<file path="src/rtl/tppc_pkg.sv">
// Shared types and constants for the two-probe pump controller.
// Used by tppc_datapath, tppc_ctrl and the top level; depends on nothing.
package tppc_pkg;

   localparam int REG_W   = 32;   // widest configuration register
   localparam int IDX_W   = 3;    // configuration register index
   localparam int PCT_W   = 7;
   localparam int TIME_W  = 32;
   localparam int EV_W    = 3;
   localparam int PCT_MAX = 100;

   localparam int DRY_THR_RST   = 55;
   localparam int WET_THR_RST   = 40;
   localparam int MAX_RUN_RST   = 15000;
   localparam int MIN_REST_RST  = 10000;
   localparam int DRY_CAL_A_RST = 900;
   localparam int WET_CAL_A_RST = 300;
   localparam int DRY_CAL_B_RST = 880;
   localparam int WET_CAL_B_RST = 320;

   typedef enum logic [IDX_W-1:0] {
      REG_DRY_THR   = 3'd0,
      REG_WET_THR   = 3'd1,
      REG_MAX_RUN   = 3'd2,
      REG_MIN_REST  = 3'd3,
      REG_DRY_CAL_A = 3'd4,
      REG_WET_CAL_A = 3'd5,
      REG_DRY_CAL_B = 3'd6,
      REG_WET_CAL_B = 3'd7
   } reg_index_type;

   typedef enum logic [EV_W-1:0] {
      EV_NONE     = 3'd0,
      EV_AUTO     = 3'd1,
      EV_BLOCKED  = 3'd2,
      EV_WET_STOP = 3'd3,
      EV_SAFETY   = 3'd4,
      EV_OVERRIDE = 3'd5
   } event_type;

   // which quotient the shared divider is working on
   typedef enum logic [1:0] {
      SEL_AVG_A = 2'd0,
      SEL_PCT_A = 2'd1,
      SEL_AVG_B = 2'd2,
      SEL_PCT_B = 2'd3
   } div_sel_type;

   typedef struct packed {
      logic        capture;    // take the item, read both rings
      logic        update;     // update sums and rings
      logic        div_start;
      div_sel_type div_sel;
      logic        div_latch;  // store the divider result
      logic        commit;     // pump decision and result register load
   } dp_cmd_type;

   typedef struct packed {
      logic div_done;
   } dp_status_type;

endpackage

</file>
<file path="src/rtl/tppc_ram.sv">
// Generic single-write, single-read RAM with registered read data.
// No dependencies; contents are undefined until written.
module tppc_ram #(
   parameter int WIDTH = 10,
   parameter int DEPTH = 10
) (
   input  logic                     clock,
   input  logic                     we,
   input  logic [$clog2(DEPTH)-1:0] waddr,
   input  logic [WIDTH-1:0]         wdata,
   input  logic                     re,
   input  logic [$clog2(DEPTH)-1:0] raddr,
   output logic [WIDTH-1:0]         rdata
);

   logic [WIDTH-1:0] mem [DEPTH];
   logic [WIDTH-1:0] rdata_ff;

   always_ff @(posedge clock) begin
      if (we) begin
         mem[waddr] <= wdata;
      end
      if (re) begin
         rdata_ff <= mem[raddr];
      end
   end

   assign rdata = rdata_ff;

endmodule

</file>
<file path="src/rtl/tppc_div.sv">
// Iterative unsigned restoring divider, two quotient bits per cycle.
// No dependencies; quotient and done are registered.
module tppc_div #(
   parameter int N = 17,   // dividend width
   parameter int D = 10    // divisor width
) (
   input  logic         clock,
   input  logic         reset,
   input  logic         start,
   input  logic [N-1:0] dividend,
   input  logic [D-1:0] divisor,
   output logic [N-1:0] quotient,
   output logic         done
);

   localparam int STEPS = (N + 1) / 2;
   localparam int NP    = 2 * STEPS;
   localparam int CW    = $clog2(STEPS + 1);

   logic [D:0]    rem_ff, rem_in;
   logic [NP-1:0] quo_ff, quo_in;
   logic [D-1:0]  dvs_ff, dvs_in;
   logic [CW-1:0] cnt_ff, cnt_in;
   logic          busy_ff, busy_in;
   logic          done_ff, done_in;

   always_comb begin
      logic [D:0]    r;
      logic [NP-1:0] q;
      r = rem_ff;
      q = quo_ff;
      for (int k = 0; k < 2; k++) begin
         r = {r[D-1:0], q[NP-1]};
         q = {q[NP-2:0], 1'b0};
         if (r >= {1'b0, dvs_ff}) begin
            r    = r - {1'b0, dvs_ff};
            q[0] = 1'b1;
         end
      end

      rem_in  = rem_ff;
      quo_in  = quo_ff;
      dvs_in  = dvs_ff;
      cnt_in  = cnt_ff;
      busy_in = busy_ff;
      done_in = 1'b0;
      if (start) begin
         rem_in  = '0;
         quo_in  = NP'(dividend);
         dvs_in  = divisor;
         cnt_in  = CW'(STEPS);
         busy_in = 1'b1;
      end else if (busy_ff) begin
         rem_in = r;
         quo_in = q;
         cnt_in = cnt_ff - 1'b1;
         if (cnt_ff == CW'(1)) begin
            busy_in = 1'b0;
            done_in = 1'b1;
         end
      end
   end

   always_ff @(posedge clock) begin
      if (reset) begin
         busy_ff <= 1'b0;
         done_ff <= 1'b0;
         cnt_ff  <= '0;
      end else begin
         busy_ff <= busy_in;
         done_ff <= done_in;
         cnt_ff  <= cnt_in;
      end
      rem_ff <= rem_in;
      quo_ff <= quo_in;
      dvs_ff <= dvs_in;
   end

   assign quotient = quo_ff[N-1:0];
   assign done     = done_ff;

endmodule

</file>
<file path="src/rtl/tppc_datapath.sv">
// Datapath: configuration registers, sample rings, running sums, shared
// divider, percent mapping and pump decision. Uses tppc_pkg, tppc_ram, tppc_div.
module tppc_datapath #(
   parameter int TAPS        = 10,
   parameter int SAMPLE_BITS = 10
) (
   input  logic                               clock,
   input  logic                               reset,
   input  tppc_pkg::dp_cmd_type               cmd,
   output tppc_pkg::dp_status_type            status,
   input  logic [SAMPLE_BITS-1:0]             req_sample_a,
   input  logic [SAMPLE_BITS-1:0]             req_sample_b,
   input  logic                               req_override_pressed,
   input  logic [tppc_pkg::TIME_W-1:0]        req_now_ms,
   input  logic                               csr_we,
   input  logic [tppc_pkg::IDX_W-1:0]         csr_index,
   input  logic [tppc_pkg::REG_W-1:0]         csr_wdata,
   output logic                               rsp_pump_on,
   output logic [tppc_pkg::PCT_W-1:0]         rsp_percent_a,
   output logic [tppc_pkg::PCT_W-1:0]         rsp_percent_b,
   output logic [tppc_pkg::EV_W-1:0]          rsp_event_res
);

   localparam int SB    = SAMPLE_BITS;
   localparam int PW    = $clog2(TAPS);
   localparam int SUM_W = SB + $clog2(TAPS);
   localparam int NUM_W = SB + 7;   // |avg - wet| * 100
   localparam int TC_W  = $clog2(TAPS + 1);
   localparam int DVS_W = (SB > TC_W) ? SB : TC_W;
   localparam int PCT_W = tppc_pkg::PCT_W;
   localparam int TW    = tppc_pkg::TIME_W;

   // configuration
   logic [PCT_W-1:0] dry_thr_ff, wet_thr_ff;
   logic [TW-1:0]    max_run_ff, min_rest_ff;
   logic [SB-1:0]    dry_cal_a_ff, wet_cal_a_ff, dry_cal_b_ff, wet_cal_b_ff;

   always_ff @(posedge clock) begin
      if (reset) begin
         dry_thr_ff   <= PCT_W'(tppc_pkg::DRY_THR_RST);
         wet_thr_ff   <= PCT_W'(tppc_pkg::WET_THR_RST);
         max_run_ff   <= TW'(tppc_pkg::MAX_RUN_RST);
         min_rest_ff  <= TW'(tppc_pkg::MIN_REST_RST);
         dry_cal_a_ff <= SB'(tppc_pkg::DRY_CAL_A_RST);
         wet_cal_a_ff <= SB'(tppc_pkg::WET_CAL_A_RST);
         dry_cal_b_ff <= SB'(tppc_pkg::DRY_CAL_B_RST);
         wet_cal_b_ff <= SB'(tppc_pkg::WET_CAL_B_RST);
      end else if (csr_we) begin
         unique case (tppc_pkg::reg_index_type'(csr_index))
            tppc_pkg::REG_DRY_THR:   dry_thr_ff   <= csr_wdata[PCT_W-1:0];
            tppc_pkg::REG_WET_THR:   wet_thr_ff   <= csr_wdata[PCT_W-1:0];
            tppc_pkg::REG_MAX_RUN:   max_run_ff   <= csr_wdata[TW-1:0];
            tppc_pkg::REG_MIN_REST:  min_rest_ff  <= csr_wdata[TW-1:0];
            tppc_pkg::REG_DRY_CAL_A: dry_cal_a_ff <= csr_wdata[SB-1:0];
            tppc_pkg::REG_WET_CAL_A: wet_cal_a_ff <= csr_wdata[SB-1:0];
            tppc_pkg::REG_DRY_CAL_B: dry_cal_b_ff <= csr_wdata[SB-1:0];
            tppc_pkg::REG_WET_CAL_B: wet_cal_b_ff <= csr_wdata[SB-1:0];
         endcase
      end
   end

   // captured item
   logic [SB-1:0] sa_ff, sb_ff;
   logic          ovr_ff;
   logic [TW-1:0] now_ff;

   always_ff @(posedge clock) begin
      if (cmd.capture) begin
         sa_ff  <= req_sample_a;
         sb_ff  <= req_sample_b;
         ovr_ff <= req_override_pressed;
         now_ff <= req_now_ms;
      end
   end

   // rings and running sums
   logic [PW-1:0]    pos_ff, pos_in;
   logic [TAPS-1:0]  fill_ff;          // entry written since reset
   logic [SUM_W-1:0] sum_a_ff, sum_b_ff, sum_a_in, sum_b_in;
   logic [SB-1:0]    ring_a_rd, ring_b_rd, old_a, old_b;

   tppc_ram #(.WIDTH(SB), .DEPTH(TAPS)) u_ring_a (
      .clock (clock),
      .we    (cmd.update),
      .waddr (pos_ff),
      .wdata (sa_ff),
      .re    (cmd.capture),
      .raddr (pos_ff),
      .rdata (ring_a_rd)
   );

   tppc_ram #(.WIDTH(SB), .DEPTH(TAPS)) u_ring_b (
      .clock (clock),
      .we    (cmd.update),
      .waddr (pos_ff),
      .wdata (sb_ff),
      .re    (cmd.capture),
      .raddr (pos_ff),
      .rdata (ring_b_rd)
   );

   always_comb begin
      old_a    = fill_ff[pos_ff] ? ring_a_rd : '0;
      old_b    = fill_ff[pos_ff] ? ring_b_rd : '0;
      sum_a_in = sum_a_ff - SUM_W'(old_a) + SUM_W'(sa_ff);
      sum_b_in = sum_b_ff - SUM_W'(old_b) + SUM_W'(sb_ff);
      pos_in   = (pos_ff == PW'(TAPS - 1)) ? '0 : pos_ff + 1'b1;
   end

   always_ff @(posedge clock) begin
      if (reset) begin
         pos_ff   <= '0;
         fill_ff  <= '0;
         sum_a_ff <= '0;
         sum_b_ff <= '0;
      end else if (cmd.update) begin
         pos_ff          <= pos_in;
         fill_ff[pos_ff] <= 1'b1;
         sum_a_ff        <= sum_a_in;
         sum_b_ff        <= sum_b_in;
      end
   end

   // divider operands
   logic [SB-1:0]    avg_ff, sel_wet, sel_dry;
   logic [SUM_W-1:0] sel_sum;
   logic [SB:0]      diff, den;
   logic [SB-1:0]    diff_mag, den_mag;
   logic             pct_zero;
   logic [NUM_W-1:0] num, dividend, quotient;
   logic [DVS_W-1:0] divisor;
   logic             is_avg;
   logic [PCT_W-1:0] pct;
   logic [PCT_W-1:0] pa_ff, pb_ff;

   always_comb begin
      is_avg = (cmd.div_sel == tppc_pkg::SEL_AVG_A) || (cmd.div_sel == tppc_pkg::SEL_AVG_B);
      if ((cmd.div_sel == tppc_pkg::SEL_AVG_A) || (cmd.div_sel == tppc_pkg::SEL_PCT_A)) begin
         sel_sum = sum_a_ff;
         sel_wet = wet_cal_a_ff;
         sel_dry = dry_cal_a_ff;
      end else begin
         sel_sum = sum_b_ff;
         sel_wet = wet_cal_b_ff;
         sel_dry = dry_cal_b_ff;
      end
      diff     = {1'b0, avg_ff} - {1'b0, sel_wet};
      den      = {1'b0, sel_dry} - {1'b0, sel_wet};
      diff_mag = diff[SB] ? SB'(~diff + 1'b1) : diff[SB-1:0];
      den_mag  = den[SB] ? SB'(~den + 1'b1) : den[SB-1:0];
      // opposite signs truncate to zero or below, equal calibrations read zero
      pct_zero = (den == '0) || (diff[SB] != den[SB]);
      num      = NUM_W'(diff_mag) * NUM_W'(tppc_pkg::PCT_MAX);
      dividend = is_avg ? NUM_W'(sel_sum) : num;
      divisor  = is_avg ? DVS_W'(TAPS) : DVS_W'(den_mag);
      if (pct_zero) begin
         pct = '0;
      end else if (quotient > NUM_W'(tppc_pkg::PCT_MAX)) begin
         pct = PCT_W'(tppc_pkg::PCT_MAX);
      end else begin
         pct = quotient[PCT_W-1:0];
      end
   end

   tppc_div #(.N(NUM_W), .D(DVS_W)) u_div (
      .clock    (clock),
      .reset    (reset),
      .start    (cmd.div_start),
      .dividend (dividend),
      .divisor  (divisor),
      .quotient (quotient),
      .done     (status.div_done)
   );

   always_ff @(posedge clock) begin
      if (cmd.div_latch) begin
         unique case (cmd.div_sel)
            tppc_pkg::SEL_AVG_A,
            tppc_pkg::SEL_AVG_B: avg_ff <= quotient[SB-1:0];
            tppc_pkg::SEL_PCT_A: pa_ff  <= pct;
            tppc_pkg::SEL_PCT_B: pb_ff  <= pct;
         endcase
      end
   end

   // pump decision
   logic                running_ff, running_in;
   logic [TW-1:0]       start_ff, start_in, stop_ff, stop_in;
   logic [TW-1:0]       rest_gap, run_gap;
   logic                dry, wet, started;
   tppc_pkg::event_type ev;

   always_comb begin
      rest_gap   = now_ff - stop_ff;
      run_gap    = now_ff - start_ff;
      dry        = (pa_ff > dry_thr_ff) || (pb_ff > dry_thr_ff);
      wet        = (pa_ff < wet_thr_ff) && (pb_ff < wet_thr_ff);
      running_in = running_ff;
      start_in   = start_ff;
      stop_in    = stop_ff;
      started    = 1'b0;
      ev         = tppc_pkg::EV_NONE;
      if (ovr_ff) begin
         running_in = 1'b1;
         start_in   = now_ff;
         ev         = tppc_pkg::EV_OVERRIDE;
      end else begin
         if (dry && !running_ff) begin
            if (rest_gap > min_rest_ff) begin
               running_in = 1'b1;
               start_in   = now_ff;
               started    = 1'b1;
               ev         = tppc_pkg::EV_AUTO;
            end else begin
               ev = tppc_pkg::EV_BLOCKED;
            end
         end
         if (wet && running_in) begin
            running_in = 1'b0;
            stop_in    = now_ff;
            ev         = tppc_pkg::EV_WET_STOP;
         end
         // a start in this step leaves a zero run time
         if (running_in && !started && (run_gap > max_run_ff)) begin
            running_in = 1'b0;
            stop_in    = now_ff;
            ev         = tppc_pkg::EV_SAFETY;
         end
      end
   end

   logic [PCT_W-1:0]              out_pa_ff, out_pb_ff;
   logic [tppc_pkg::EV_W-1:0]     out_ev_ff;

   always_ff @(posedge clock) begin
      if (reset) begin
         running_ff <= 1'b0;
         start_ff   <= '0;
         stop_ff    <= '0;
      end else if (cmd.commit) begin
         running_ff <= running_in;
         start_ff   <= start_in;
         stop_ff    <= stop_in;
      end
      if (cmd.commit) begin
         out_pa_ff <= pa_ff;
         out_pb_ff <= pb_ff;
         out_ev_ff <= ev;
      end
   end

   assign rsp_pump_on   = running_ff;
   assign rsp_percent_a = out_pa_ff;
   assign rsp_percent_b = out_pb_ff;
   assign rsp_event_res = out_ev_ff;

endmodule

</file>
<file path="src/rtl/tppc_ctrl.sv">
// Sequencer for one item: ring update, four divisions, decision and
// result handshake. Uses tppc_pkg for the command and status structs.
module tppc_ctrl (
   input  logic                    clock,
   input  logic                    reset,
   input  logic                    req_valid,
   output logic                    req_stall,
   output logic                    rsp_valid,
   input  logic                    rsp_stall,
   output tppc_pkg::dp_cmd_type    cmd,
   input  tppc_pkg::dp_status_type status
);

   typedef enum logic [6:0] {
      S_IDLE   = 7'b0000001,
      S_UPDATE = 7'b0000010,
      S_AVG_A  = 7'b0000100,
      S_PCT_A  = 7'b0001000,
      S_AVG_B  = 7'b0010000,
      S_PCT_B  = 7'b0100000,
      S_COMMIT = 7'b1000000
   } state_type;

   state_type state_ff, state_in;
   logic      kick_ff, kick_in;
   logic      rsp_valid_ff, rsp_valid_in;
   logic      out_free;

   assign out_free = !rsp_valid_ff || !rsp_stall;

   always_comb begin
      state_in      = state_ff;
      kick_in       = 1'b0;
      cmd           = '0;
      cmd.div_sel   = tppc_pkg::SEL_AVG_A;
      cmd.div_start = kick_ff;
      unique case (state_ff)
         S_IDLE: begin
            cmd.div_start = 1'b0;
            if (req_valid) begin
               cmd.capture = 1'b1;
               state_in    = S_UPDATE;
            end
         end
         S_UPDATE: begin
            cmd.div_start = 1'b0;
            cmd.update    = 1'b1;
            kick_in       = 1'b1;
            state_in      = S_AVG_A;
         end
         S_AVG_A: begin
            cmd.div_sel = tppc_pkg::SEL_AVG_A;
            if (status.div_done) begin
               cmd.div_latch = 1'b1;
               kick_in       = 1'b1;
               state_in      = S_PCT_A;
            end
         end
         S_PCT_A: begin
            cmd.div_sel = tppc_pkg::SEL_PCT_A;
            if (status.div_done) begin
               cmd.div_latch = 1'b1;
               kick_in       = 1'b1;
               state_in      = S_AVG_B;
            end
         end
         S_AVG_B: begin
            cmd.div_sel = tppc_pkg::SEL_AVG_B;
            if (status.div_done) begin
               cmd.div_latch = 1'b1;
               kick_in       = 1'b1;
               state_in      = S_PCT_B;
            end
         end
         S_PCT_B: begin
            cmd.div_sel = tppc_pkg::SEL_PCT_B;
            if (status.div_done) begin
               cmd.div_latch = 1'b1;
               state_in      = S_COMMIT;
            end
         end
         S_COMMIT: begin
            cmd.div_start = 1'b0;
            if (out_free) begin
               cmd.commit = 1'b1;
               state_in   = S_IDLE;
            end
         end
         default: begin
            cmd.div_start = 1'b0;
            state_in      = S_IDLE;
         end
      endcase

      if (cmd.commit) begin
         rsp_valid_in = 1'b1;
      end else if (!rsp_stall) begin
         rsp_valid_in = 1'b0;
      end else begin
         rsp_valid_in = rsp_valid_ff;
      end
   end

   always_ff @(posedge clock) begin
      if (reset) begin
         state_ff     <= S_IDLE;
         kick_ff      <= 1'b0;
         rsp_valid_ff <= 1'b0;
      end else begin
         state_ff     <= state_in;
         kick_ff      <= kick_in;
         rsp_valid_ff <= rsp_valid_in;
      end
   end

   assign req_stall = (state_ff != S_IDLE);
   assign rsp_valid = rsp_valid_ff;

`ifndef NO_ASSERTIONS
   a_commit_free: assert property (@(posedge clock) disable iff (reset)
      cmd.commit |-> (!rsp_valid_ff || !rsp_stall))
      else $error("result register overwritten while held");

   a_rsp_from_commit: assert property (@(posedge clock) disable iff (reset)
      $rose(rsp_valid_ff) |-> $past(cmd.commit))
      else $error("result valid without a commit");

   a_single_kick: assert property (@(posedge clock) disable iff (reset)
      cmd.div_start |=> !cmd.div_start)
      else $error("divider started twice in a row");
`endif

endmodule

</file>
<file path="src/rtl/two_probe_pump_controller.sv">
// Two-probe pump controller: moving average, calibrated percent and pump
// control for two moisture probes, one sample period per item.
//
// Input channel (req_): one item holds both raw samples, the override button
// and the millisecond timestamp; it is taken when req_valid is high and
// req_stall is low. Result channel (rsp_): one item per input, pump state,
// both percents and the event code, held in an output register until taken
// (rsp_valid high, rsp_stall low). Configuration (csr_): write enable, index
// and data; write only while no item is in flight.
// Timing: an item runs through one ring update and four divisions on a
// shared two-bit-per-cycle divider, then the pump decision and the result
// register load. One item at a time: a new item is taken only once the one
// before it has been committed to the output register. A stalled result
// holds the item after it in its final step until the output register
// frees. Reset (synchronous) clears sums, timers and the pump, marks the
// rings empty, and loads the default thresholds and calibrations.
// Uses tppc_pkg, tppc_ctrl and tppc_datapath.
module two_probe_pump_controller #(
   parameter int TAPS        = 10,
   parameter int SAMPLE_BITS = 10
) (
   input  logic                        clock,
   input  logic                        reset,
   input  logic                        req_valid,
   output logic                        req_stall,
   input  logic [SAMPLE_BITS-1:0]      req_sample_a,
   input  logic [SAMPLE_BITS-1:0]      req_sample_b,
   input  logic                        req_override_pressed,
   input  logic [tppc_pkg::TIME_W-1:0] req_now_ms,
   output logic                        rsp_valid,
   input  logic                        rsp_stall,
   output logic                        rsp_pump_on,
   output logic [tppc_pkg::PCT_W-1:0]  rsp_percent_a,
   output logic [tppc_pkg::PCT_W-1:0]  rsp_percent_b,
   output logic [tppc_pkg::EV_W-1:0]   rsp_event_res,
   input  logic                        csr_we,
   input  logic [tppc_pkg::IDX_W-1:0]  csr_index,
   input  logic [tppc_pkg::REG_W-1:0]  csr_wdata
);

   tppc_pkg::dp_cmd_type    cmd;
   tppc_pkg::dp_status_type status;

   tppc_ctrl u_ctrl (
      .clock     (clock),
      .reset     (reset),
      .req_valid (req_valid),
      .req_stall (req_stall),
      .rsp_valid (rsp_valid),
      .rsp_stall (rsp_stall),
      .cmd       (cmd),
      .status    (status)
   );

   tppc_datapath #(.TAPS(TAPS), .SAMPLE_BITS(SAMPLE_BITS)) u_datapath (
      .clock                (clock),
      .reset                (reset),
      .cmd                  (cmd),
      .status               (status),
      .req_sample_a         (req_sample_a),
      .req_sample_b         (req_sample_b),
      .req_override_pressed (req_override_pressed),
      .req_now_ms           (req_now_ms),
      .csr_we               (csr_we),
      .csr_index            (csr_index),
      .csr_wdata            (csr_wdata),
      .rsp_pump_on          (rsp_pump_on),
      .rsp_percent_a        (rsp_percent_a),
      .rsp_percent_b        (rsp_percent_b),
      .rsp_event_res        (rsp_event_res)
   );

endmodule
</file>
<file path="config.mk">
export PLATFORM = sky130hd
export DESIGN_NAME = two_probe_pump_controller
export DESIGN_NICKNAME = d
export VERILOG_FILES = /design/src/rtl/tppc_pkg.sv /design/src/rtl/tppc_ram.sv /design/src/rtl/tppc_div.sv /design/src/rtl/tppc_datapath.sv /design/src/rtl/tppc_ctrl.sv /design/src/rtl/two_probe_pump_controller.sv
export SDC_FILE = /design/constraint.sdc
export NUM_CORES = 1
export LEC_CHECK = 0
export ABC_AREA = 1
export BUFFER_PORTS_ARGS = -buffer_cell sky130_fd_sc_hd__buf_2
export CORE_MARGIN = 2
export CORE_UTILIZATION = 35
export DETAILED_ROUTE_END_ITERATION = 8
export GPL_TIMING_DRIVEN = 0
export HOLD_SLACK_MARGIN = 0.02
export PLACE_DENSITY = 0.54
export RECOVER_POWER = 25
export SYNTH_ARGS = -nofsm -noshare
export SYNTH_HDL_FRONTEND = slang
export SYNTH_SLANG_ARGS = --single-unit
</file>
<file path="constraint.sdc">
create_clock -name clock -period 15.65 [get_ports clock]
set_clock_uncertainty 0.15 [all_clocks]
set_input_delay 2.3475 -clock clock [delete_from_list [all_inputs] [get_ports clock]]
set_output_delay 2.3475 -clock clock [all_outputs]
set_load 0.01 [all_outputs]
</file>
After elaboration in Yosys (flattened, before gate mapping):

Memories as Yosys holds them, arrays and structs flattened. A register that Yosys moved wholly into a read port is not among the register bits.
Cells that the tools add are included.

* add/subtract/negate cells: 14
* multipliers: 1
* $lt $le $gt $ge: 11
* equal/unequal tests: 28
* multiplexer cells: 66
* bitwise logic cells: 5
* reduce and logical (&&, ||, !) cells: 42

Operator list (count)
* 2-to-1 mux 32 bit: 5
* 2-to-1 mux 10 bit: 8
* > comparator 32 bit: 2
* subtractor 32 bit: 2
* 2-to-1 mux 7 bit: 8
* 2-to-1 mux 17 bit: 3
* one-hot mux 7 bit (7 select lines): 1
* 2-to-1 mux 1 bit: 30
* adder 14 x 10 -> 14 bit: 2
* subtractor 14 x 10 -> 14 bit: 2
* >= comparator 11 x 10 -> 1 bit: 2
* AND reduction 2 bit: 11
* subtractor 10 x 10 -> 11 bit: 2
* adder 10 x 1 -> 10 bit, second input constant: 2
* NOT 10 bit: 2
* subtractor 10 bit: 2
* > comparator 17 x 7 -> 1 bit, second input constant: 1
* multiplier 10 x 5 -> 15 bit, second input constant: 1
* > comparator 7 bit: 2
* < comparator 7 bit: 2
* 2-to-1 mux 14 bit: 1
* equality test 3 bit, second input constant: 4
* 2-to-1 mux 4 bit: 3
* inequality test 2 x 1 -> 1 bit, second input constant: 6
* other kinds (40): 63

* flip-flop bits (word level): 372
* RAM bits: 200
* input bits: 93
* output and inout port bits: 20
* logic and storage cells: 206
* memories kept: 2

Memory list
* u_datapath.u_ring_a.mem: depth 10, width 10, rd ports 1, clocked after memory_dff 1, write ports 1, RTL line tppc_ram.sv:16 `logic [WIDTH-1:0] mem [DEPTH];`
* u_datapath.u_ring_b.mem: depth 10, width 10, rd ports 1, clocked after memory_dff 1, write ports 1, RTL line tppc_ram.sv:16

Longest topological paths before layout:

Gate-level depths: netlist of the first run.

* depth after elaboration: 12
* depth in mapped cells: 39
* gate-level depth less buffers: 37

Hierarchy:

A second synthesis of the first run with hierarchy kept.

* cell total of the unflattened synthesis: 4171
* area, all modules: 34184.0 µm²

Modules (own cells, without submodules)
* tppc_datapath: times used 1, cells each 2832, area an instance 21285.4 µm², sequential area each 7327.0 µm²
* tppc_ram: times used 2, cells each 413, area an instance 4599.4 µm², sequential area each 3303.2 µm²
* tppc_div: times used 1, cells each 422, area an instance 3113.0 µm², sequential area each 1151.1 µm²
* tppc_ctrl: times used 1, cells each 91, area an instance 586.8 µm², sequential area each 180.2 µm²

Worst setup path before layout of the first run:

No wires, ideal clock.

* kind: reg2reg
* start: register u_ctrl.state_ff[4]
* end: register u_datapath.u_div.quo_ff[16], data pin
* setup time: 0.266 ns
* arrival: 5.839 ns
* data required time: 15.234 ns
* setup slack: 9.395 ns
* stages on the path, launching flop included: 35
* path buffers: 4
* clock period less this slack: 6.255 ns
* cell sequence: dfxtp_1 > inv_1 > nand3_2 > a21oi_4 > buf_6 > clkbuf_1 > clkbuf_1 > mux2i_1 > ha_1 > nand2_1 > inv_1 > a221oi_1 > nand2_1 > a21boi_4 > buf_6 > o21ai_1 > xnor2_1 > inv_1 > ha_1 > ha_1 > fa_1 > ha_1 > nand2_1 > nand2_1 > a21oi_1 > o21ai_0 > a21oi_1 > nor2_1 > nor2_1 > nor2_1 > nor2_1 > nor2_1 > nor2_1 > xor2_1 > o22ai_1

* word-level cells in the longest chain between the ends: 12
* elaborated cells between the ends (all ways): 20
* classes of those cells: add/sub: 2; mul: 1; eq/ne: 6; mux: 6; bitwise: 1; reduce/logical: 4

Ends and longest elaborated chain
* start, declared: RTL line tppc_ctrl.sv:24 `state_type state_ff, state_in;`
* start signal, assigned: RTL line tppc_ctrl.sv:110 `state_ff <= state_in;`
* equality test 7 x 6 -> 1 bit (tied with other cells): RTL line tppc_ctrl.sv:37 `unique case (state_ff)`
* one-hot mux 3 bit (4 select lines): RTL line tppc_ctrl.sv:37
* equality test 2 x 1 -> 1 bit or logical NOT 2 bit (tied branches): RTL line tppc_datapath.sv:138, tppc_datapath.sv:137
* logical OR 1 bit: RTL line tppc_datapath.sv:138 `if ((cmd.div_sel == tppc_pkg::SEL_AVG_A) || (cmd.div_sel == tppc_pkg::SEL_PCT_A)) begin`
* 2-to-1 mux 10 bit: RTL line tppc_datapath.sv:138
* subtractor 10 x 10 -> 11 bit: RTL line tppc_datapath.sv:147 `diff = {1'b0, avg_ff} - {1'b0, sel_wet};`
* NOT 10 bit: RTL line tppc_datapath.sv:149 `diff_mag = diff[SB] ? SB'(~diff + 1'b1) : diff[SB-1:0];`
* adder 10 x 1 -> 10 bit: RTL line tppc_datapath.sv:149
* 2-to-1 mux 10 bit: RTL line tppc_datapath.sv:149
* multiplier 10 x 5 -> 15 bit: RTL line tppc_datapath.sv:153 `num = NUM_W'(diff_mag) * NUM_W'(tppc_pkg::PCT_MAX);`
* 2-to-1 mux 17 bit: RTL line tppc_datapath.sv:154 `dividend = is_avg ? NUM_W'(sel_sum) : num;`
* 2-to-1 mux 17 bit (*): RTL line tppc_div.sv:47 `if (start) begin`
* net u_datapath.u_div.quo_in[16]: RTL line tppc_div.sv:21 `logic [NP-1:0] quo_ff, quo_in;`
* end signal, assigned: RTL line tppc_div.sv:75 `quo_ff <= quo_in;`
* end, declared: RTL line tppc_div.sv:21

Mark *: on every way through the listed nets, which the timed path passes. The rest lies on a longest branch.
A chain may end at the register's enable or synchronous reset.

Worst setup path after layout of the first run:

Ends and elaborated chain as after synthesis.

==> results of run 1 <==
## placed cells by master (no fill, tap or decap), drive strengths merged, types with 46 or more instances in the layout
cell type | Yosys | final
a21oi | 357 | 357
a22oi | 87 | 87
buf | 13 | 135
clkbuf | 95 | 181
dfxtp | 251 | 251
edfxtp | 341 | 341
ha | 255 | 255
inv | 529 | 534
nand2 | 568 | 568
nand3 | 153 | 153
nor2 | 347 | 347
nor3 | 46 | 46
o21ai | 255 | 255
xor2 | 74 | 74
## worst max-delay path: cells and delay by family (launching register included)
family                     cells  cell delay (ps)
DFF                            1              330
xor gates and xnor gates       2              320
adders and majority gates      5             1820
buffers and inverters          7             1590
muxes                          1              520
and+or+nand+nor               11             1040
AOI/OAI and AO/OA              8             1590
## sequential cells by signal, indices dropped and copies added (netlist names), 14 cells and up
signal                   cells
u_datapath.u_div.quo_ff     18
u_datapath.max_run_ff       32
u_datapath.stop_ff          32
u_datapath.sum_a_ff         14
u_datapath.min_rest_ff      32
u_datapath.start_ff         32
u_datapath.u_ring_a.mem    100
u_datapath.u_ring_b.mem    100
u_datapath.sum_b_ff         14
u_datapath.now_ff           32
## logic make-up (layout without fill, tap and decap cells)
| family | Yosys count | count (layout) | synth area share, % |
|---|---|---|---|
| buffers and inverters | 642 | 889 | 7.603 |
| adder cells (fa/ha/maj) | 284 | 284 | 11.69 |
| flip-flops | 592 | 592 | 47.33 |
| AND/OR/NAND/NOR | 1192 | 1192 | 15.99 |
| other | 0 | 1 | 0 |
| AO/OA/AOI/OAI | 809 | 809 | 14.21 |
| multiplexers | 8 | 8 | 0.2483 |
| XOR/XNOR | 107 | 107 | 2.929 |
## final cells by class
cell class              instances  area (µm²)  area share, %
inverters                     534        2004          5.432
well taps                    1186        1484          4.021
flip-flops and latches        592       15260          41.37
multi-input cells            2400       14580          39.50
clock buffers                  86        1824          4.944
plain buffers                 108       447.9          1.214
clock inverters                39       540.5          1.465
diodes                          1       2.502       0.006781
repair buffers                122       757.0          2.051
## power by group through the flow
stage | Sequential, mW | Combinational, mW | Clock [mW]
3_5_place_dp | 2.02 | 2.07 | 0
3_3_place_gp | 2.03 | 2.04 | 0
2_1_floorplan | 1.95 | 1.52 | 0
5_1_grt | 2.00 | 2.38 | 1.80
6_report | 1.98 | 2.09 | 1.70
4_1_cts | 1.98 | 2.08 | 1.74
## layer usage
metal / vias up / part of all wire (%) / GRT usage (%)
met5: - / 0.015 / 0
li1: 12730 / - / -
met3: 110 / 4.9 / 2.202
met2: 586 / 44 / 28.88
met1: 11660 / 50 / 27.85
met4: 2 / 1.9 / 4.299
## final timing paths
check,from,to,slack [ps],cells after the start
max reg2reg,u_ctrl.state_ff[4]$_SDFFE_PP0P_,u_datapath.u_div.quo_ff[16]$_DFFE_PP_,7990,34
min,u_datapath.max_run_ff[19]$_SDFFE_PP0P_,u_datapath.max_run_ff[19]$_SDFFE_PP0P_,310,2
min reg2reg,u_datapath.max_run_ff[19]$_SDFFE_PP0P_,u_datapath.max_run_ff[19]$_SDFFE_PP0P_,310,2
max,u_ctrl.state_ff[4]$_SDFFE_PP0P_,u_datapath.u_div.quo_ff[16]$_DFFE_PP_,7990,34
## stage by stage
stage	hold WS (ps)	instance area, µm²	power, mW
2_1_floorplan	276.4	32250	3.469
3_3_place_gp	289.4	34280	4.063
3_5_place_dp	295.3	34530	4.085
4_1_cts	310.5	36900	5.802
5_1_grt	323.9	36900	6.182
6_report	310.7	36900	5.775
==> metrics.md, run 1 <==
| Metric | Value |
|---|---|
| Placed wire-length estimate | approximately 69000 µm |
| CTS tree | done |
| Run status | completed |
| Clock network fraction of total power | 29.4% |
| CP endpoint kind | flop |
| Core occupancy in the finished layout | 40.32% |
| EDFF count, synth | 341 |
| Cell types with the largest area share after synthesis | edfxtp_1 (32%), dfxtp_1 (16%), ha_1 (9.9%), nand2_1 (6.3%), inv_1 (6.0%) |
| Cell chosen for the clock root | clkbuf_16 |
| Antenna violations before repair | 3 |
| Total of fill cells in the finished design | a little over 9k |
| Number of nets produced by synthesis | 4011 |
| Hold buffer count at CTS | 0 |
| Wire length of the first global-routing pass | 137000 µm |
| Net switching fraction of the power | between 30% and 40% |
| Number of placement rows | 111 |
| Post-Place Setup Slack | 7996 ps |
| Leakage power figure | 15.02 nW |
| Minimum setup slack in the final design | between 7000 and 8000 ps |
| Final std cells w/o fill | 5068 |
| Total number of vias | 25.09k |
| Maximum number of buffers from clock root to sink | 3 |
| Number of synthesis warnings | 0 |
| Measured slew at the worst slew-check pin | 1324 ps |
| Maximum level of the CTS H-tree | 3 |
| Slowest-stage cell, CP | clkbuf_1 |
| Fraction of layout instances using a drive strength above 1 | roughly 8.5% |
| Overflow left after global routing | 0 |
| Final setup violation count | 0 |
| RSZ-0062 raised after global routing | false |
| Pin count of the biggest net entering global routing | 28 |
| Routed via count divided by cell count | 4.951 |
| Area inside the core boundary | 0.09152 mm² |
| Largest area contributor in the synthesized netlist | edfxtp_1 |
| Category of the worst setup path launch point | flop |
| Required time of the critical path | ~16000 ps |
| Placed Cells incl. Taps | ~4.9k |
| CP max stage delay | around 550 ps |
| Internal | 3.618 mW |
| Post-Route Setup TNS | 0 ps |
| Area added between synthesis and finish | 14.41% |
| Setup Fix Bufs, Post-CTS | 0 |
| Y dimension of the die | a little over 300 µm |
| Final net count | 4203 |
| Post-route antenna net violation count | 0 |
| Synth Cell Area | 0.03225 mm² |
| Relative contribution of sequential cells to total power | 34.4% |
| PostCTS Resize Cnt | 0 |
| Top cell types by occurrence after synthesis | nand2_1 (542), inv_1 (514), a21oi_1 (355) |
| Die outline area | 0.09460 mm² |
| Number of buffers created by CTS | 68 |
| Fraction of post-synthesis cell area in the top cell type by area | 31.75% |
| Worst rel slew slack | 11.08% |
| Clock Sink Count | 592 |
| Arrival @ worst endpoint | a little under 8000 ps |
| Cell with the most instances after synthesis | nand2_1 |
| Clock transition at the registers of the reported paths | approximately 60 ps |
| Fraction of registers with async set or reset after synthesis | 0% |
| Fraction of the yosys area taken by sequential cells | 47.33% |
| Number of max-slew violations in the final report | 0 |
| Most common cell type on the critical path | nor2_1 |
| Overall global routing resource usage | between 10% and 20% |
| Vias in the first global route | 23.95k |
| Number of instances in the synthesized netlist | 3634 |
| Total net switching power | 2.157 mW |
| Mean cell area of the mapped netlist | a little under 9 µm² |
| Total wire length | between 80000 and 90000 µm |
| Detailed-route wire length per cell | 17.48 µm |
| Starting utilization of the core area | 35.24% |
| GP Congestion | 0.9101 |
| Total iterations of the first detailed-routing run | 6 |
| Highest clock frequency the design can meet | about 130 MHz |
| Max capacitance violation total | 0 |
| Number of register bits inferred by synthesis | 592 |
| Latest clock arrival within the worst-skew pair | between 600 and 700 ps |
| Final hold violation count | 0 |
| Setup CP Type | flop to flop |
| Number of distinct standard cells referenced by the synthesized netlist | 62 |
| Fin crit period | 7663 ps |
| Port Buffer Count | 108 |
| Period Utilization, post-route | between 40 and 50% |
| DRC violation count after routing | 0 |
| Detailed Route Iter0 Violations | between 1.5k and 2k |
| I/O pin count | around 110 |
| Part of the power in combinational logic | 36.2% |
| Pwr per Cell Area | 156.5 mW/mm² |
| Crit path max fanout | 10 |
| Worst-case vdd ir drop | between 0.1 and 0.15 mV |
| Worst min-delay path category | flop to flop |
| Most used DFF post-synth | edfxtp_1 |
| Die width | around 310 µm |
Note: power is estimated with default switching activity, not from simulation.
==> run 2: changes to the inputs <==
- ABC_AREA: 1 -> 0
- PLACE_DENSITY: 0.54 -> 0.56
- clock period: 15.65 -> 6.3 ns (I/O delays scaled with it)
==> run 2 against run 1 <==
  * Critical path depth decreased by 6
  * Synthesized area increased by 1.9%
  * Synthesized cell count decreased by 13%
  * First-iteration DRC count decreased by 13%
  * Total power increased by 120%
  * Final area increased by 4.3%
  * Clock power increased by 130%
  * Via count decreased by 5.6%
  * Die area increased by 1.9%
  * Wire length decreased by 4.3%
  * Hold slack got worse by 7.1 ps
  * Combinational power increased by 96%
  * Highest routed layer unchanged
==> metrics.md, run 2 <==
| Metric | Value |
|---|---|
| Leakage power figure | 14.67 nW (-2.3%) |
| EDFF count, synth | 341 (unchanged) |
| FF-to-FF path depth | 28 (-18%) |
| Detailed-route wire length per cell | 17.97 µm (+2.8%) |
| Post-Place Setup Slack | -2096 ps (-10090 ps) |
| Worst-case vdd ir drop | 0.2432 mV (+130%) |
| Worst min-delay path category | flop to flop |
| Number of distinct standard cells referenced by the synthesized netlist | 98 (+58%) |
| Clock Sink Count | 592 (unchanged) |
| Final std cells w/o fill | 4718 (-6.9%) |
| Antenna violations before repair | 6 (+3) |
| Hold Crit Depth | 2 (unchanged) |
| Y dimension of the die | 310.5 µm (+0.96%) |
| Minimum setup slack in the final design | 144.9 ps (-7842 ps) |
| Total number of vias | 23.68k (-5.6%) |
| Crit path max fanout | 6 (-4) |
| Maximum level of the CTS H-tree | 3 (unchanged) |
| Cell chosen for the clock root | clkbuf_16 |
| Latest clock arrival within the worst-skew pair | 630 ps (about the same) |
| Largest area contributor in the synthesized netlist | edfxtp_1 |
| Vias in the first global route | 22.84k (-4.6%) |
| Total wire length | 84760 µm (-4.3%) |
| Overall global routing resource usage | 17.25% (-1.4 points) |
| Mean cell area of the mapped netlist | 10.38 µm² (+17%) |
| Number of register bits inferred by synthesis | 592 (unchanged) |
| I/O pin count | 113 (unchanged) |
| Final hold violation count | 0 (unchanged) |
| Number of synthesis warnings | 0 (unchanged) |
| Largest registers | u_datapath.u_ring_a.mem: 100 flops, u_datapath.u_ring_b.mem: 100 flops |
| GP Congestion | 0.8523 (-6.4%) |
| FF-to-FF End | u_datapath.u_div.quo_ff[16]$_DFFE_PP_ |
| Overall power | 12.82 mW (+120%) |
| Run status | completed |
| GRT busiest layer | met2 |
| CP max stage delay | 450 ps (-100 ps) |
| Wire length of the first global-routing pass | 131100 µm (-4.3%) |
| Port Buffer Count | 102 (-5.6%) |
| Final net count | 3782 (-10%) |
| Starting utilization of the core area | 35.28% (+0.044 points) |
| Fraction of registers with async set or reset after synthesis | 0% (unchanged) |
| Post-Place Cell Area | 0.03541 mm² (+2.5%) |
| Category of the worst setup path launch point | flop |
| Maximum number of buffers from clock root to sink | 3 (unchanged) |
| Post-route antenna net violation count | 0 (unchanged) |
| Period Utilization, post-route | 97.70% (+49 points) |
| Number of max-slew violations in the final report | 0 (unchanged) |
| Slowest-stage cell, CP | fa_1 |
| Die width | 310.5 µm (+0.96%) |
| Pin count of the biggest net entering global routing | 29 (+3.6%) |
| Number of nets produced by synthesis | 3546 (-12%) |
| Worst hold slack | 303.6 ps (-7.147 ps) |
| Fraction of layout instances using a drive strength above 1 | 13.64% (+5.1 points) |
| Worst rel slew slack | 10.03% (-1.1 points) |
| CTS tree | done |
| Pwr per Cell Area | 333.1 mW/mm² (+110%) |
| GR Util met2 | 27.68% (-1.2 points) |
| Max capacitance violation total | 0 (unchanged) |
| Cell with the most instances after synthesis | edfxtp_1 |
| Number of buffers created by CTS | 69 (+1.5%) |
| Fraction of the yosys area taken by sequential cells | 46.42% (-0.90 points) |
| Endpoint of the worst hold-timing path | u_datapath.dry_cal_a_ff[5]$_SDFFE_PP0P_ |
| CP endpoint kind | flop |
| Fin crit period | 6155 ps (-1508 ps) |
| Worst reg2reg path startpoint | u_ctrl.state_ff[3]$_SDFFE_PP0P_ |
| DRC violation count after routing | 0 (unchanged) |
| Setup CP Type | flop to flop |
| Highest clock frequency the design can meet | 162.5 MHz (+24%) |
| Worst Min Path Start | u_datapath.dry_cal_a_ff[5]$_SDFFE_PP0P_ |
| Placed wire-length estimate | 64090 µm (-6.9%) |
| Cell types with the largest area share after synthesis | edfxtp_1 (31%), dfxtp_1 (15%), ha_1 (9.7%), mux2i_1 (4.1%), a21oi_1 (3.9%) |
| Arrival @ worst endpoint | 6360 ps (-1500 ps) |
| Post-Route Setup TNS | 0 ps (unchanged) |
| Number of instances in the synthesized netlist | 3169 (-13%) |
| Synth Cell Area | 0.03288 mm² (+1.9%) |
| Area added between synthesis and finish | 17.07% |
| Most used DFF post-synth | edfxtp_1 |
| Top library cells by usage in the layout, fill and taps aside | edfxtp_1 (341), inv_1 (317), nand2_1 (268), dfxtp_1 (249), ha_1 (246) |
| RSZ-0062 raised after global routing | true |
| Most common cell type on the critical path | a21oi_2 |
| Routed via count divided by cell count | 5.018 (+1.4%) |
| Fraction of post-synthesis cell area in the top cell type by area | 31.14% (-0.61 points) |
| Total iterations of the first detailed-routing run | 5 (-1) |
| Total of fill cells in the finished design | 9001 (-1.7%) |
| Area inside the core boundary | 0.09319 mm² (+1.8%) |
| Final setup violation count | 0 (unchanged) |
| Most common cell after layout, fill and taps aside | edfxtp_1 |
| Post-route cell area | 0.03849 mm² (+4.3%) |
| Required time of the critical path | 6500 ps (-9350 ps) |
| Die outline area | 0.09642 mm² (+1.9%) |
| Placed Cells incl. Taps | 4542 (-8.1%) |
| Detailed Route Iter0 Violations | 1482 (-13%) |
| Top cell types by occurrence after synthesis | edfxtp_1 (341), inv_1 (318), nand2_1 (269) |
| GRT met1 Usage | 23.90% (-3.9 points) |
| Clock transition at the registers of the reported paths | 60 ps (about the same) |
| Number of placement rows | 112 (+0.90%) |
| Overflow left after global routing | 0 (unchanged) |
| Measured slew at the worst slew-check pin | 1339 ps (+15.70 ps) |
| Met3 Usage GRT | 3.057% (+0.85 points) |
| Core occupancy in the finished layout | 41.31% (+0.99 points) |
| Register-to-register path setup slack | 140 ps (-7840 ps) |
## run 2: cell count changes in the layout (fill, tap and decap cells not counted), moves of 67 or more
cell / previous run / this run
nor2_1: 321 / 220
o21ai_0: 241 / 103
nand2_1: 542 / 268
nand3_1: 141 / 19
inv_1: 514 / 317
mux2i_1: 8 / 129
a21o_1: 4 / 71
a21oi_1: 355 / 243
a22oi_1: 87 / 0
nand2b_1: 0 / 92
## run 2: logic make-up (layout without fill, tap and decap cells)
group	count (synthesis)	count (layout)	share of synthesized area (%)
xor gates and xnor gates	130	130	3.577
buffers and inverters	442	734	5.179
and+or+nand+nor	862	862	12.68
DFF	592	592	46.42
AOI/OAI and AO/OA	652	652	12.65
other	0	3	0
muxes	204	204	7.926
adders and majority gates	287	287	11.56
## run 2: worst max path at each step
stage / end / cells after the start / start
global placement: u_datapath.stop_ff[23]$_SDFFE_PP0P_ / 23 / u_datapath.now_ff[0]$_DFFE_PP_
finish: u_datapath.u_div.quo_ff[16]$_DFFE_PP_ / 28 / u_ctrl.state_ff[3]$_SDFFE_PP0P_
detailed placement: u_datapath.stop_ff[23]$_SDFFE_PP0P_ / 23 / u_datapath.now_ff[0]$_DFFE_PP_
floorplan: u_datapath.u_div.quo_ff[16]$_DFFE_PP_ / 32 / u_ctrl.state_ff[3]$_SDFFE_PP0P_
global route: u_datapath.u_div.quo_ff[16]$_DFFE_PP_ / 29 / u_ctrl.state_ff[3]$_SDFFE_PP0P_
CTS: u_datapath.start_ff[13]$_SDFFE_PP0P_ / 24 / u_datapath.now_ff[0]$_DFFE_PP_
## run 2: per-layer routing
layer / wire length (µm) / share of wire (%)
met4: 1950 / 2.3
met1: 40430 / 48
met3: 4034 / 4.8
met5: 55 / 0.065
met2: 38290 / 45
## run 2: layout make-up
type | count | area (µm²) | area share, %
Buffer | 118 | 566.8 | 1.472
Tap cell | 1254 | 1569 | 4.076
Timing Repair Buffer | 170 | 1210 | 3.143
Multi-Input combinational cell | 2135 | 16410 | 42.64
Clock inverter | 41 | 376.6 | 0.9784
Sequential cell | 592 | 15270 | 39.66
Antenna cell | 3 | 7.507 | 0.01950
Inverter | 319 | 1200 | 3.117
Clock buffer | 86 | 1882 | 4.889
## run 2: worst max-delay path: cells and delay by family, from the launching register on
family	cells	cell delay (ps)
and+or+nand+nor	3	580
DFF	1	310
buffers and inverters	2	260
AOI/OAI and AO/OA	14	2130
adders and majority gates	6	1820
xor gates and xnor gates	3	630
## run 2: what timing repair did
item | CTS | global route
setup endpoints to repair | 87 | 84
pin swaps | 23 | 34
buffers inserted | 20 | 30
hold buffers | 0 | 0
resized for setup | 52 | 34
cloned | 1 | 0
## run 2: report_power, final
group	internal, mW	switching, mW	leakage [nW]
combinational	1.79	2.31	8.42
clock	2.31	1.68	1.11
sequential	4.47	0.270	5.14
total	8.57	4.25	14.7
==> run 3: changes to the inputs <==
- PLACE_DENSITY: 0.56 -> not set
- PLACE_DENSITY_LB_ADDON: not set -> 0.15
==> run 3 against run 2 <==
  * Total power grew 1.6%
  * Clock power increased by 4%
  * Sequential share of layout area shrank 0.21 points
  * Largest power group unchanged
  * Highest routed layer is now met4
==> metrics.md, run 3 (synthesis results as in run 2) <==
| Metric | Value |
|---|---|
| Worst-case vdd ir drop | 0.2583 mV (+6.2%) |
| Register-to-register path setup slack | 60 ps (-80 ps) |
| I/O pin count | 113 (unchanged) |
| Most common cell after layout, fill and taps aside | edfxtp_1 |
| Hold buffer count at CTS | 0 (unchanged) |
| Number of placement rows | 112 (unchanged) |
| Overall global routing resource usage | 17.98% (+0.73 points) |
| Routed via count divided by cell count | 4.960 (-1.1%) |
| Detailed-route wire length per cell | 18.59 µm (+3.5%) |
| Clock transition at the registers of the reported paths | 60 ps (about the same) |
| Worst reg2reg path startpoint | u_ctrl.state_ff[3]$_SDFFE_PP0P_ |
| Post-Place Cell Area | 0.03539 mm² (about the same) |
| Worst Min Path Start | u_datapath.dry_cal_a_ff[6]$_SDFFE_PP0P_ |
| Final hold violation count | 0 (unchanged) |
| Post-route cell area | 0.03869 mm² (+0.52%) |
| Arrival @ worst endpoint | 6460 ps (+100 ps) |
| Total iterations of the first detailed-routing run | 5 (unchanged) |
| Required time of the critical path | 6520 ps (+20 ps) |
| Antenna violations before repair | 2 (-4) |
| Final setup violation count | 0 (unchanged) |
| Period Utilization, post-route | 99.05% (+1.3 points) |
| Vias in the first global route | 22.90k (+0.30%) |
| DRC violation count after routing | 0 (unchanged) |
| Total of fill cells in the finished design | 9138 (+1.5%) |
| Cell chosen for the clock root | clkbuf_16 |
| Fraction of layout instances using a drive strength above 1 | 13.99% (+0.35 points) |
| Internal | 8.638 mW (+0.80%) |
| Maximum number of buffers from clock root to sink | 3 (unchanged) |
| Clock Sink Count | 592 (unchanged) |
| Clock network fraction of total power | 31.7% (+0.6 points) |
| Die outline area | 0.09642 mm² (unchanged) |
| Overflow left after global routing | 0 (unchanged) |
| Worst rel slew slack | 20.24% (+10 points) |
| GP Congestion | 0.8337 (-2.2%) |
| Crit path max fanout | 6 (unchanged) |
| Hold Crit Depth | 2 (unchanged) |
| Post-Route Setup TNS | 0 ps (unchanged) |
| Relative contribution of sequential cells to total power | 36.4% (-0.6 points) |
| Pwr per Cell Area | 336.6 mW/mm² (+1.1%) |
| Run status | completed |
| Starting utilization of the core area | 35.28% (unchanged) |
| Pin count of the biggest net entering global routing | 31 (+6.9%) |
| Final net count | 3794 (+0.32%) |
| Y dimension of the die | 310.5 µm (unchanged) |
| Latest clock arrival within the worst-skew pair | 640 ps (about the same) |
| Worst min-delay path category | flop to flop |
| Largest registers | u_datapath.u_ring_a.mem: 100 flops, u_datapath.u_ring_b.mem: 100 flops |
| Multi-input gate area | 0.01648 mm² (+0.41%) |
| Post-route antenna net violation count | 0 (unchanged) |
| Area inside the core boundary | 0.09319 mm² (unchanged) |
| Detailed Route Iter0 Violations | 1518 (+2.4%) |
| Maximum level of the CTS H-tree | 3 (unchanged) |
| Placed wire-length estimate | 65660 µm (+2.4%) |
| Top library cells by usage in the layout, fill and taps aside | edfxtp_1 (341), inv_1 (317), nand2_1 (269), dfxtp_1 (251), ha_1 (243) |
| Core occupancy in the finished layout | 41.52% (+0.21 points) |
| Setup CP Type | flop to flop |
| Total number of vias | 23.46k (-0.90%) |
| FF-to-FF path depth | 29 (+3.6%) |
| Fin crit period | 6240 ps (+84.96 ps) |
| Port Buffer Count | 102 (unchanged) |
| Number of buffers created by CTS | 71 (+2.9%) |
| Category of the worst setup path launch point | flop |
| RSZ-0062 raised after global routing | true |
| Highest clock frequency the design can meet | 160.3 MHz (-1.4%) |
| Total net switching power | 4.387 mW (+3.2%) |
| CP max stage delay | 520 ps (+70 ps) |
| Endpoint of the worst hold-timing path | u_datapath.dry_cal_a_ff[6]$_SDFFE_PP0P_ |
| CTS tree | done |
| Measured slew at the worst slew-check pin | 1196 ps (-142.9 ps) |
| Leakage power figure | 14.74 nW (+0.47%) |
| Part of the power in combinational logic | 31.9% (about the same) |
| Max capacitance violation total | 0 (unchanged) |
| Die width | 310.5 µm (unchanged) |
| FF-to-FF End | u_datapath.u_div.quo_ff[16]$_DFFE_PP_ |
| Total wire length | 87930 µm (+3.7%) |
| Number of max-slew violations in the final report | 0 (unchanged) |
| Net switching fraction of the power | 33.68% (+0.52 points) |
| Worst hold slack | 302.3 ps (-1.300 ps) |
| Wire length of the first global-routing pass | 135600 µm (+3.4%) |
| Area added between synthesis and finish | 17.67% |
| CP endpoint kind | flop |
| Overall power | 13.03 mW (+1.6%) |
| Slowest-stage cell, CP | fa_1 |
| Combined flip-flop and latch cell area | 0.01526 mm² (about the same) |
[run 3: area by class of cell]
type / count / area share, %
plain buffers: 118 / 1.442
clock buffers: 89 / 5.006
repair buffers: 180 / 3.208
clock inverters: 42 / 1.132
well taps: 1254 / 4.055
diodes: 1 / 0.006467
flip-flops and latches: 592 / 39.45
multi-input cells: 2135 / 42.60
inverters: 319 / 3.101
[run 3: what timing repair did]
| action | CTS | global route |
|---|---|---|
| gates resized for setup | 57 | 33 |
| pin swaps | 28 | 38 |
| buffers inserted | 27 | 35 |
| endpoints found under the setup margin | 87 | 86 |
[run 3: power by group through the flow]
stage	clock [mW]	combinational (mW)	sequential (mW)
finish	4.13	4.15	4.75
global route	4.38	4.69	4.79
CTS	4.24	4.05	4.75
detailed placement	0	3.96	4.83
global placement	0	3.90	4.87
floorplan	0	2.98	4.72
[run 3: per-stage QoR]
stage	instances	worst slack [ps]
2_1_floorplan	3169	-145.9
3_3_place_gp	4525	-1945
3_5_place_dp	4541	-1952
4_1_cts	4696	-27.21
5_1_grt	4730	-234.8
6_report	4730	59.92
[run 3: worst max-delay path by stage]
stage / startpoint / end / cells after the start
2_1_floorplan: u_ctrl.state_ff[3]$_SDFFE_PP0P_ / u_datapath.u_div.quo_ff[16]$_DFFE_PP_ / 32
3_3_place_gp: u_datapath.now_ff[0]$_DFFE_PP_ / u_datapath.stop_ff[24]$_SDFFE_PP0P_ / 22
3_5_place_dp: u_datapath.now_ff[0]$_DFFE_PP_ / u_datapath.stop_ff[28]$_SDFFE_PP0P_ / 22
4_1_cts: u_ctrl.state_ff[2]$_SDFFE_PP0P_ / u_datapath.u_div.quo_ff[16]$_DFFE_PP_ / 30
5_1_grt: u_ctrl.state_ff[3]$_SDFFE_PP0P_ / u_datapath.u_div.quo_ff[16]$_DFFE_PP_ / 29
6_report: u_ctrl.state_ff[3]$_SDFFE_PP0P_ / u_datapath.u_div.quo_ff[16]$_DFFE_PP_ / 29
[run 3: per-layer routing]
layer  vias to the layer above  GRT usage (%)  share of wire [%]
met2                       401          28.38                 45
li1                      11700              -                  -
met4                         0          4.590                2.0
met5                         -              0                  0
met3                       103          2.530                3.8
met1                     11260          25.85                 49
[run 3: critical path: cells and delay by family (launching register included)]
| kind | cells | cell delay [ps] |
|---|---|---|
| AND/OR/NAND/NOR | 3 | 550 |
| XOR/XNOR | 2 | 420 |
| flip-flops | 1 | 300 |
| multiplexers | 1 | 340 |
| AO/OA/AOI/OAI | 13 | 1850 |
| adder cells (fa/ha/maj) | 7 | 1960 |
| buffers and inverters | 3 | 370 |
